[config.mk]
export PLATFORM = sky130hd
export DESIGN_NAME = crop_nearest_resize_rgb_core
export DESIGN_NICKNAME = d
export VERILOG_FILES = /design/src/rtl/core/cnrr_pkg.sv /design/src/rtl/core/cnrr_front.sv /design/src/rtl/core/cnrr_queue.sv /design/src/rtl/core/cnrr_back.sv /design/src/rtl/core/crop_nearest_resize_rgb_core.sv
export SDC_FILE = /design/constraint.sdc
export NUM_CORES = 2
export LEC_CHECK = 0
export BUFFER_PORTS_ARGS = -buffer_cell sky130_fd_sc_hd__buf_2
export CAP_MARGIN = 10
export CORE_MARGIN = 2
export CORE_UTILIZATION = 55
export DETAILED_ROUTE_END_ITERATION = 7
export PLACE_DENSITY = 0.74
export SLEW_MARGIN = 20
export SYNTH_ARGS = -nofsm -noshare
export SYNTH_HDL_FRONTEND = slang
export SYNTH_SLANG_ARGS = --single-unit
export TNS_END_PERCENT = 1
[constraint.sdc]
create_clock -name clk -period 11.34 [get_ports clk]
set_clock_uncertainty 0.15 [all_clocks]
set_input_delay 2.835 -clock clk [delete_from_list [all_inputs] [get_ports clk]]
set_output_delay 2.835 -clock clk [all_outputs]
set_load 0.05 [all_outputs]
[src/rtl/core/cnrr_pkg.sv]
// Shared types and constants of the crop and nearest-neighbor resize core.
// Used by cnrr_front, cnrr_queue, cnrr_back and crop_nearest_resize_rgb_core.
`timescale 1ns / 1ps

package cnrr_pkg;

  // Largest frame, crop or output dimension
  localparam int MaxDimDefault = 2048;

  // Configuration port
  localparam int CfgIdxW  = 4;
  localparam int CfgDataW = 12;

  localparam logic [CfgIdxW-1:0] RegFrameWidth = 4'd0;
  localparam logic [CfgIdxW-1:0] RegCropLeft   = 4'd1;
  localparam logic [CfgIdxW-1:0] RegCropTop    = 4'd2;
  localparam logic [CfgIdxW-1:0] RegCropWidth  = 4'd3;
  localparam logic [CfgIdxW-1:0] RegCropHeight = 4'd4;
  localparam logic [CfgIdxW-1:0] RegOutWidth   = 4'd5;
  localparam logic [CfgIdxW-1:0] RegOutHeight  = 4'd6;
  localparam logic [CfgIdxW-1:0] RegGrayMode   = 4'd7;

  // Register values after reset
  localparam logic [11:0] FrameWidthRst = 12'd640;
  localparam logic [10:0] CropLeftRst   = 11'd0;
  localparam logic [10:0] CropTopRst    = 11'd0;
  localparam logic [11:0] CropWidthRst  = 12'd640;
  localparam logic [11:0] CropHeightRst = 12'd480;
  localparam logic [11:0] OutWidthRst   = 12'd96;
  localparam logic [11:0] OutHeightRst  = 12'd96;

  // Q16 luma weights, they sum to 65536
  localparam logic [24:0] LumaWr = 25'd19595;
  localparam logic [24:0] LumaWg = 25'd38470;
  localparam logic [24:0] LumaWb = 25'd7471;

  // Queue between front and back
  localparam int QDepth = 4;
  localparam int QPtrW  = 2;
  localparam int QCntW  = 3;

  typedef struct packed {
    logic [11:0] frame_width;
    logic [10:0] crop_left;
    logic [10:0] crop_top;
    logic [11:0] win_width;
    logic [11:0] win_height;
    logic [11:0] out_width;
    logic [11:0] out_height;
    logic        gray_mode;
  } cfg_t;

  // One picked pixel on its way to the back end
  typedef struct packed {
    logic [7:0] red;
    logic [7:0] green;
    logic [7:0] blue;
    logic       gray;
    logic       row_end;
    logic       image_end;
  } pix_item_t;

endpackage

[src/rtl/core/cnrr_front.sv]
// Front end: source position counters, sampling accumulators and pick decision.
// Depends on cnrr_pkg (cfg_t, pix_item_t).
`timescale 1ns / 1ps

module cnrr_front #(
  parameter int MAX_DIM = cnrr_pkg::MaxDimDefault
) (
  input  logic                clk,
  input  logic                rst,
  input  cnrr_pkg::cfg_t      cfg,
  input  logic                take,
  input  logic [7:0]          pixel_red,
  input  logic [7:0]          pixel_green,
  input  logic [7:0]          pixel_blue,
  input  logic                frame_start,
  output logic                push,
  output cnrr_pkg::pix_item_t item
);

  localparam int RW = $clog2(MAX_DIM);

  logic [11:0]   src_col, src_col_next;
  logic [RW-1:0] src_row, src_row_next;
  logic [11:0]   dst_col, dst_col_next;
  logic [11:0]   dst_row, dst_row_next;
  logic [31:0]   col_out_acc, col_out_acc_next;
  logic [31:0]   col_src_acc, col_src_acc_next;
  logic [31:0]   row_out_acc, row_out_acc_next;
  logic [31:0]   row_src_acc, row_src_acc_next;

  logic [11:0]   e_src_col, e_dst_col, e_dst_row;
  logic [RW-1:0] e_src_row;
  logic [31:0]   e_col_out, e_col_src, e_row_out, e_row_src;
  logic [11:0]   c_dst_col;
  logic [31:0]   c_col_out, c_col_src;
  logic [RW:0]   row_inc;
  logic          cfg_ok, row_last, active, row_in, col_in, row_pick, pick;
  logic          row_end;

  // Configuration sanity check
  always_comb begin
    cfg_ok = 1'b1;
    if (cfg.frame_width == '0 || 16'(cfg.frame_width) > 16'(MAX_DIM)) cfg_ok = 1'b0;
    if (cfg.win_width == '0 || 16'(cfg.win_width) > 16'(MAX_DIM)) cfg_ok = 1'b0;
    if (cfg.win_height == '0 || 16'(cfg.win_height) > 16'(MAX_DIM)) cfg_ok = 1'b0;
    if (cfg.out_width == '0 || cfg.out_width > cfg.win_width) cfg_ok = 1'b0;
    if (cfg.out_height == '0 || cfg.out_height > cfg.win_height) cfg_ok = 1'b0;
    if (16'(cfg.crop_left) + 16'(cfg.win_width) > 16'(cfg.frame_width)) cfg_ok = 1'b0;
    if (16'(cfg.crop_top) + 16'(cfg.win_height) > 16'(MAX_DIM)) cfg_ok = 1'b0;
  end

  // Classify the item and work out the next counter state
  always_comb begin
    e_src_col = frame_start ? '0 : src_col;
    e_src_row = frame_start ? '0 : src_row;
    e_dst_col = frame_start ? '0 : dst_col;
    e_dst_row = frame_start ? '0 : dst_row;
    e_col_out = frame_start ? '0 : col_out_acc;
    e_col_src = frame_start ? '0 : col_src_acc;
    e_row_out = frame_start ? '0 : row_out_acc;
    e_row_src = frame_start ? '0 : row_src_acc;

    row_last = (16'(e_src_col) + 16'd1) >= 16'(cfg.frame_width);
    active   = cfg_ok && (e_dst_row < cfg.out_height);
    row_in   = (16'(e_src_row) >= 16'(cfg.crop_top)) &&
               ((16'(e_src_row) - 16'(cfg.crop_top)) < 16'(cfg.win_height));
    col_in   = (16'(e_src_col) >= 16'(cfg.crop_left)) &&
               ((16'(e_src_col) - 16'(cfg.crop_left)) < 16'(cfg.win_width));
    row_pick = e_row_out < (e_row_src + 32'(cfg.out_height));

    // A new source row restarts the column sampling
    c_dst_col = (e_src_col == '0) ? '0 : e_dst_col;
    c_col_out = (e_src_col == '0) ? '0 : e_col_out;
    c_col_src = (e_src_col == '0) ? '0 : e_col_src;

    pick = active && row_in && col_in && row_pick && (c_dst_col < cfg.out_width) &&
           (c_col_out < (c_col_src + 32'(cfg.out_width)));

    dst_col_next     = e_dst_col;
    col_out_acc_next = e_col_out;
    col_src_acc_next = e_col_src;
    dst_row_next     = e_dst_row;
    row_out_acc_next = e_row_out;
    row_src_acc_next = e_row_src;
    if (active) begin
      dst_col_next     = c_dst_col + {11'd0, pick};
      col_out_acc_next = pick ? (c_col_out + 32'(cfg.win_width)) : c_col_out;
      col_src_acc_next = (row_in && col_in) ? (c_col_src + 32'(cfg.out_width)) : c_col_src;
      if (row_last && row_in) begin
        if (row_pick) begin
          dst_row_next     = e_dst_row + 12'd1;
          row_out_acc_next = e_row_out + 32'(cfg.win_height);
        end
        row_src_acc_next = e_row_src + 32'(cfg.out_height);
      end
    end

    // Source position always advances
    row_inc = {1'b0, e_src_row} + {{RW{1'b0}}, 1'b1};
    if (row_last) begin
      src_col_next = '0;
      src_row_next = (row_inc >= (RW+1)'(MAX_DIM)) ? '0 : row_inc[RW-1:0];
    end else begin
      src_col_next = e_src_col + 12'd1;
      src_row_next = e_src_row;
    end

    row_end = (13'(c_dst_col) + 13'd1) == 13'(cfg.out_width);
  end

  // Hold state between items
  always_ff @(posedge clk) begin
    if (rst) begin
      src_col     <= '0;
      src_row     <= '0;
      dst_col     <= '0;
      dst_row     <= '0;
      col_out_acc <= '0;
      col_src_acc <= '0;
      row_out_acc <= '0;
      row_src_acc <= '0;
    end else if (take) begin
      src_col     <= src_col_next;
      src_row     <= src_row_next;
      dst_col     <= dst_col_next;
      dst_row     <= dst_row_next;
      col_out_acc <= col_out_acc_next;
      col_src_acc <= col_src_acc_next;
      row_out_acc <= row_out_acc_next;
      row_src_acc <= row_src_acc_next;
    end
  end

  // Hand a picked pixel to the queue
  assign push           = take && pick;
  assign item.red       = pixel_red;
  assign item.green     = pixel_green;
  assign item.blue      = pixel_blue;
  assign item.gray      = cfg.gray_mode;
  assign item.row_end   = row_end;
  assign item.image_end = row_end && ((13'(e_dst_row) + 13'd1) == 13'(cfg.out_height));

  // Frame start puts the next pixel at column one, or at column zero on a one-wide frame
  a_frame_start_col: assert property (@(posedge clk) disable iff (rst)
    (take && frame_start && !row_last) |=> (src_col == 12'd1))
    else $error("source column not restarted by frame start");

endmodule

[src/rtl/core/cnrr_queue.sv]
// Short queue of picked pixels between front and back end.
// Depends on cnrr_pkg (pix_item_t, queue sizes).
`timescale 1ns / 1ps

module cnrr_queue (
  input  logic                clk,
  input  logic                rst,
  input  logic                push,
  input  cnrr_pkg::pix_item_t push_item,
  input  logic                pop,
  output logic                q_valid,
  output cnrr_pkg::pix_item_t q_item,
  output logic                full
);

  cnrr_pkg::pix_item_t             mem [cnrr_pkg::QDepth];
  logic [cnrr_pkg::QPtrW-1:0]      wr_ptr, rd_ptr;
  logic [cnrr_pkg::QCntW-1:0]      count;

  // Write entries
  always_ff @(posedge clk) begin
    if (push) begin
      mem[wr_ptr] <= push_item;
    end
  end

  // Advance pointers and fill count
  always_ff @(posedge clk) begin
    if (rst) begin
      wr_ptr <= '0;
      rd_ptr <= '0;
      count  <= '0;
    end else begin
      if (push) wr_ptr <= wr_ptr + 1'b1;
      if (pop) rd_ptr <= rd_ptr + 1'b1;
      count <= count + {{(cnrr_pkg::QCntW-1){1'b0}}, push} -
               {{(cnrr_pkg::QCntW-1){1'b0}}, pop};
    end
  end

  assign q_valid = (count != '0);
  assign q_item  = mem[rd_ptr];
  assign full    = (count == cnrr_pkg::QCntW'(cnrr_pkg::QDepth));

  a_no_overflow: assert property (@(posedge clk) disable iff (rst)
    push |-> (!full || pop))
    else $error("push into full queue");

  a_no_underflow: assert property (@(posedge clk) disable iff (rst)
    pop |-> q_valid)
    else $error("pop from empty queue");

endmodule

[src/rtl/core/cnrr_back.sv]
// Back end: luma products, channel select and the output register.
// Depends on cnrr_pkg (pix_item_t, luma weights).
`timescale 1ns / 1ps

module cnrr_back (
  input  logic                clk,
  input  logic                rst,
  input  logic                in_valid,
  input  cnrr_pkg::pix_item_t in_item,
  output logic                in_ready,
  output logic                m_tvalid,
  input  logic                m_tready,
  output logic [23:0]         m_tdata,   // out_c0, out_c1, out_c2
  output logic                m_tlast,   // row_end
  output logic                m_tuser    // image_end
);

  logic        s1_valid;
  logic [24:0] prod_r, prod_g, prod_b;
  logic [23:0] s1_rgb;
  logic        s1_gray, s1_row_end, s1_image_end;
  logic        out_adv;
  logic [24:0] luma_sum;

  assign out_adv  = !m_tvalid || m_tready;
  assign in_ready = !s1_valid || out_adv;

  // Stage one: weight the channels
  always_ff @(posedge clk) begin
    if (rst) begin
      s1_valid <= 1'b0;
    end else if (in_ready) begin
      s1_valid <= in_valid;
    end
  end

  always_ff @(posedge clk) begin
    if (in_ready && in_valid) begin
      prod_r       <= cnrr_pkg::LumaWr * 25'(in_item.red);
      prod_g       <= cnrr_pkg::LumaWg * 25'(in_item.green);
      prod_b       <= cnrr_pkg::LumaWb * 25'(in_item.blue);
      s1_rgb       <= {in_item.blue, in_item.green, in_item.red};
      s1_gray      <= in_item.gray;
      s1_row_end   <= in_item.row_end;
      s1_image_end <= in_item.image_end;
    end
  end

  assign luma_sum = prod_r + prod_g + prod_b;

  // Output register
  always_ff @(posedge clk) begin
    if (rst) begin
      m_tvalid <= 1'b0;
    end else if (out_adv) begin
      m_tvalid <= s1_valid;
    end
  end

  always_ff @(posedge clk) begin
    if (out_adv && s1_valid) begin
      m_tdata <= s1_gray ? {16'd0, luma_sum[23:16]} : s1_rgb;
      m_tlast <= s1_row_end;
      m_tuser <= s1_image_end;
    end
  end

  a_image_end_row_end: assert property (@(posedge clk) disable iff (rst)
    (m_tvalid && m_tuser) |-> m_tlast)
    else $error("image end without row end");

  a_stage_hold: assert property (@(posedge clk) disable iff (rst)
    (s1_valid && !out_adv) |=> (s1_valid && $stable(s1_rgb)))
    else $error("stage one lost its item while stalled");

endmodule

[src/rtl/core/crop_nearest_resize_rgb_core.sv]
// Throughput: one pixel per clock while the queue is not full; a picked pixel passes the
// queue, the luma product stage and the output register. The front counters and
// accumulators update as each pixel is taken; the back end has a luma product stage and an output register stage.
// A 4-entry queue decouples the two, so s_tready drops only while it is full.
// Reset (rst, synchronous): registers return to defaults, counters and queue clear.
// Top level of the crop and nearest-neighbor resize core; depends on cnrr_pkg,
// cnrr_front, cnrr_queue and cnrr_back.
`timescale 1ns / 1ps

module crop_nearest_resize_rgb_core #(
  parameter int MAX_DIM = cnrr_pkg::MaxDimDefault
) (
  input  logic                          clk,
  input  logic                          rst,
  input  logic                          s_tvalid,
  output logic                          s_tready,
  input  logic [23:0]                   s_tdata,   // pixel_red, pixel_green, pixel_blue
  input  logic                          s_tuser,   // frame_start
  output logic                          m_tvalid,
  input  logic                          m_tready,
  output logic [23:0]                   m_tdata,   // out_c0, out_c1, out_c2
  output logic                          m_tlast,   // row_end
  output logic                          m_tuser,   // image_end
  input  logic                          cfg_valid,
  output logic                          cfg_ready,
  input  logic [cnrr_pkg::CfgIdxW-1:0]  cfg_index,
  input  logic [cnrr_pkg::CfgDataW-1:0] cfg_data
);

  cnrr_pkg::cfg_t      cfg;
  cnrr_pkg::pix_item_t push_item, q_item;
  logic                push, pop, q_valid, q_full, take, back_ready;

  assign cfg_ready = 1'b1;

  // Configuration registers
  always_ff @(posedge clk) begin
    if (rst) begin
      cfg.frame_width <= cnrr_pkg::FrameWidthRst;
      cfg.crop_left   <= cnrr_pkg::CropLeftRst;
      cfg.crop_top    <= cnrr_pkg::CropTopRst;
      cfg.win_width   <= cnrr_pkg::CropWidthRst;
      cfg.win_height  <= cnrr_pkg::CropHeightRst;
      cfg.out_width   <= cnrr_pkg::OutWidthRst;
      cfg.out_height  <= cnrr_pkg::OutHeightRst;
      cfg.gray_mode   <= 1'b0;
    end else if (cfg_valid) begin
      unique case (cfg_index)
        cnrr_pkg::RegFrameWidth: cfg.frame_width <= cfg_data;
        cnrr_pkg::RegCropLeft:   cfg.crop_left   <= cfg_data[10:0];
        cnrr_pkg::RegCropTop:    cfg.crop_top    <= cfg_data[10:0];
        cnrr_pkg::RegCropWidth:  cfg.win_width   <= cfg_data;
        cnrr_pkg::RegCropHeight: cfg.win_height  <= cfg_data;
        cnrr_pkg::RegOutWidth:   cfg.out_width   <= cfg_data;
        cnrr_pkg::RegOutHeight:  cfg.out_height  <= cfg_data;
        cnrr_pkg::RegGrayMode:   cfg.gray_mode   <= cfg_data[0];
        default: ;
      endcase
    end
  end

  assign s_tready = !q_full;
  assign take     = s_tvalid && s_tready;
  assign pop      = q_valid && back_ready;

  cnrr_front #(
    .MAX_DIM(MAX_DIM)
  ) u_front (
    .clk         (clk),
    .rst         (rst),
    .cfg         (cfg),
    .take        (take),
    .pixel_red   (s_tdata[7:0]),
    .pixel_green (s_tdata[15:8]),
    .pixel_blue  (s_tdata[23:16]),
    .frame_start (s_tuser),
    .push        (push),
    .item        (push_item)
  );

  cnrr_queue u_queue (
    .clk       (clk),
    .rst       (rst),
    .push      (push),
    .push_item (push_item),
    .pop       (pop),
    .q_valid   (q_valid),
    .q_item    (q_item),
    .full      (q_full)
  );

  cnrr_back u_back (
    .clk      (clk),
    .rst      (rst),
    .in_valid (q_valid),
    .in_item  (q_item),
    .in_ready (back_ready),
    .m_tvalid (m_tvalid),
    .m_tready (m_tready),
    .m_tdata  (m_tdata),
    .m_tlast  (m_tlast),
    .m_tuser  (m_tuser)
  );

endmodule

==> reports/qor.txt <==
status: completed
Netlist cell types: 104
Root Buffer: clkbuf_16
initial core utilization: 0.553
GR peak layer: met2
leak pwr: 16.4 nW
Crit Path Category: in2reg
commonest non-fill, non-tap cells in the layout: ha_1 (464), nand2_1 (342), inv_1 (290)
Max Clk Rate: 100 MHz
Period minus WS final: 9.96 ns
Synth Flop Type: dfxtp_1
Final Cycle Share: 0.878
layout cells sized above 1: 0.0756
post-synth top area share: 0.186
post_cts resized: 0
htree depth: 2
Mapped Area: 0.0363 mm^2
Initial DRC Count: 2316
Inserted Clock Buffers: 55
met3 Usage GRT: 0.0286
number of flops mapped to enable cells by yosys: 225
unrepaired setup endpoints after global routing: no
1st-pass router iterations: 5
R2R Path End: u_queue.mem[0][17]$_DFFE_PP_
io pins: 75
largest net degree at the start of global routing: 71
final instance area: 0.0396 mm^2
CP arrival: 10.10 ns
final slew viol count: 0
worst-path maximum fanout: 20
Critical Path Start Type: input port
area of the multi-input gates: 0.0226 mm^2
area delta synth->final: 9.07%
initial antenna violation count: 3
clk_lat worst skew: 0.64 ns
Hold Crit Class: reg2reg
clock slew at reported path FFs: 0.06 ns
die width: 261 um
number of remaining DRC errors: 0
Comb power frac: 0.641
postcts setup bufs: 0
Wirelength per Cell: 19.3 um
vias per cell: 5.99
Synth area leader: edfxtp_1
Worst Tran Pin Value: 1.03 ns
Worst R2R Path Depth: 29
reg-to-reg startpoint: u_front.src_col[1]$_SDFFE_PP0P_
highest-delay cell along the critical path: a2111oi_0
internal power: 0.00774 W
Power Density: 342 mW/mm^2
dpl hpwl: 68.3 mm
setup TNS: 0 ns
vias in the first global route: 27800
clock power share: 0.146
maximum VDD drop: 0.451 mV
flip-flop and latch area: 0.0121 mm^2
Net Sw Power: 0.00582 W
M1 GR Usage: 0.334
CP top delay family: compound AO/OA/AOI/OAI gates
Placed Area: 0.0376 mm^2
Hold Vio Cnt, Final: 0
setup violators final: 0
Synth Net Count: 4464
critical path required time: 11.49 ns
met2 usage: 0.495
most common cell after layout, fill and taps aside: ha_1
count of buffers from port buffering: 73
post-synthesis cell count: 3863
crit-path max cell delay: 0.52 ns
CP Buf/Inv Count: 5
vias: 28700
part of the Yosys area used for sequential elements: 0.334
DRT antenna net count: 0
CP Launch Point: s_tuser
Remaining Overflow, GRT: 0
Synth area leaders: edfxtp_1 (19%), ha_1 (16%), dfxtp_1 (15%), fa_1 (5.0%), xnor2_1 (3.6%)
CTS tree: built
Layout Utilization: 0.604
die span in y: 261 um
fillers: 5516
global-route usage over all layers: 0.271
CORE AREA: 0.0656 mm^2
reg2reg setup slack: 3.44 ns
WL final: 92.7 mm
Crit. End Element: register
flops & latches, synth: 494
syn_area_per_cell: 9.40 um^2
Worst path depth: 30
yosys warns: 0
max-cap violation count: 0
Sw Share: 0.429
crit path to: u_queue.mem[0][17]$_DFFE_PP_
Total Nets Final: 4484
Diodes inserted: 0
first-pass GRT wire length: 148 mm
DIE AREA: 0.0681 mm^2
Hold Slack: 0.292 ns
Seq pwr share: 0.213
Final GP Congestion: 0.924
CTS Hold Buffers Added: 0
fraction of registers with async set/reset: 0
Cell Rows: 94
Bufs on Longest Clock Path: 3
Num Clock Sinks: 494
relative slew slack: 0.313
## flip-flops by register name, summed over array words and instances (netlist names), 20 cells and up, named ones only
register             flops
u_back.prod_r           22
u_back.s1_rgb           24
u_queue.mem            108
u_back.prod_g           22
u_front.col_out_acc     32
cfg                     83
u_front.row_out_acc     32
u_front.row_src_acc     32
u_back.prod_b           20
u_back.m_tdata          24
u_front.col_src_acc     32
## synth_stat cells, types with 19 or more instances
| cell type | number |
|---|---|
| ha_1 | 464 |
| nand2_1 | 343 |
| inv_1 | 290 |
| dfxtp_1 | 269 |
| a21oi_1 | 241 |
| nor2_1 | 230 |
| edfxtp_1 | 225 |
| xnor2_1 | 149 |
| o21ai_0 | 142 |
| nor2b_1 | 137 |
| nand3_1 | 131 |
| clkbuf_1 | 108 |
| fa_1 | 91 |
| and3_1 | 72 |
| and2_1 | 70 |
| a21o_1 | 63 |
| xor2_1 | 62 |
| nor3_1 | 59 |
| mux2i_1 | 53 |
| nand4_1 | 53 |
| o211ai_1 | 47 |
| a31oi_1 | 40 |
| o21a_1 | 38 |
| nor4_1 | 30 |
| a22o_1 | 28 |
| mux4_2 | 27 |
| nand2b_1 | 26 |
| or3_1 | 24 |
| a22oi_1 | 23 |
| o21ai_1 | 22 |
| a211oi_1 | 19 |
## power by group through the flow
stage	logic (W)	registers [W]	clock network, W
after floorplan	0.00658	0.00303	0
after global placement	0.00837	0.00293	0
after detailed placement	0.00866	0.00293	0
after CTS	0.00876	0.00290	0.00201
after global routing	0.00990	0.00292	0.00207
final	0.00869	0.00289	0.00198
## per-layer routing
layer  wire, um  part of all wire  vias to the layer above
li1           -                 -                    13900
met1      37800              0.41                    13700
met2      46700              0.50                      867
met3       5030             0.054                      196
met4       3180             0.034                        2
met5         14           0.00015                        -
## how the worst min path moves through the flow
| stage | from | endpoint | slack, ns | cells after the start |
|---|---|---|---|---|
| final | u_front.row_src_acc[10]$_SDFFE_PP0P_ | u_front.row_src_acc[10]$_SDFFE_PP0P_ | 0.29 | 2 |
| after detailed placement | u_front.row_src_acc[11]$_SDFFE_PP0P_ | u_front.row_src_acc[11]$_SDFFE_PP0P_ | 0.29 | 2 |
| after global placement | u_front.row_src_acc[9]$_SDFFE_PP0P_ | u_front.row_src_acc[9]$_SDFFE_PP0P_ | 0.28 | 2 |
| after floorplan | u_back.s1_row_end$_DFFE_PP_ | u_back.m_tlast$_DFFE_PP_ | 0.25 | 0 |
| after global routing | u_front.row_src_acc[3]$_SDFFE_PP0P_ | u_front.row_src_acc[3]$_SDFFE_PP0P_ | 0.32 | 2 |
| after CTS | u_front.row_src_acc[10]$_SDFFE_PP0P_ | u_front.row_src_acc[10]$_SDFFE_PP0P_ | 0.30 | 2 |
## cell type report
class                   instances  share of cell area
clock buffers                  75              0.0394
inverters                     291              0.0276
well taps                     864              0.0273
flip-flops and latches        494               0.307
repair buffers                107              0.0169
multi-input cells            2934               0.571
clock inverters                29              0.0113
## stage by stage
step           std cells  total power (W)  setup WS (ns)
2_1_floorplan       3863          0.00961          0.421
3_3_place_gp        4688           0.0113           1.05
3_5_place_dp        4690           0.0116          0.823
4_1_cts             4794           0.0137           1.47
5_1_grt             4794           0.0149          0.763
6_report            4794           0.0136           1.38
## logic make-up after synthesis
family	Yosys count	share of synthesized area
simple gates	1255	0.176
compound gates	821	0.148
fa+ha+maj	555	0.210
flops	494	0.334
buf+inv	435	0.0458
xor+xnor	211	0.0509
mux	91	0.0348
other cells	1	0.000103
## worst reg2reg max path: cells and delay by family, from the launching register on
family                     cells  cell delay [ns]
xor gates and xnor gates       1             0.15
and+or+nand+nor                9             2.14
DFF                            1             0.35
adders and majority gates      4             1.02
buffers and inverters          4             0.80
AOI/OAI and AO/OA             11             2.96
(Power assumes the default switching activity.)
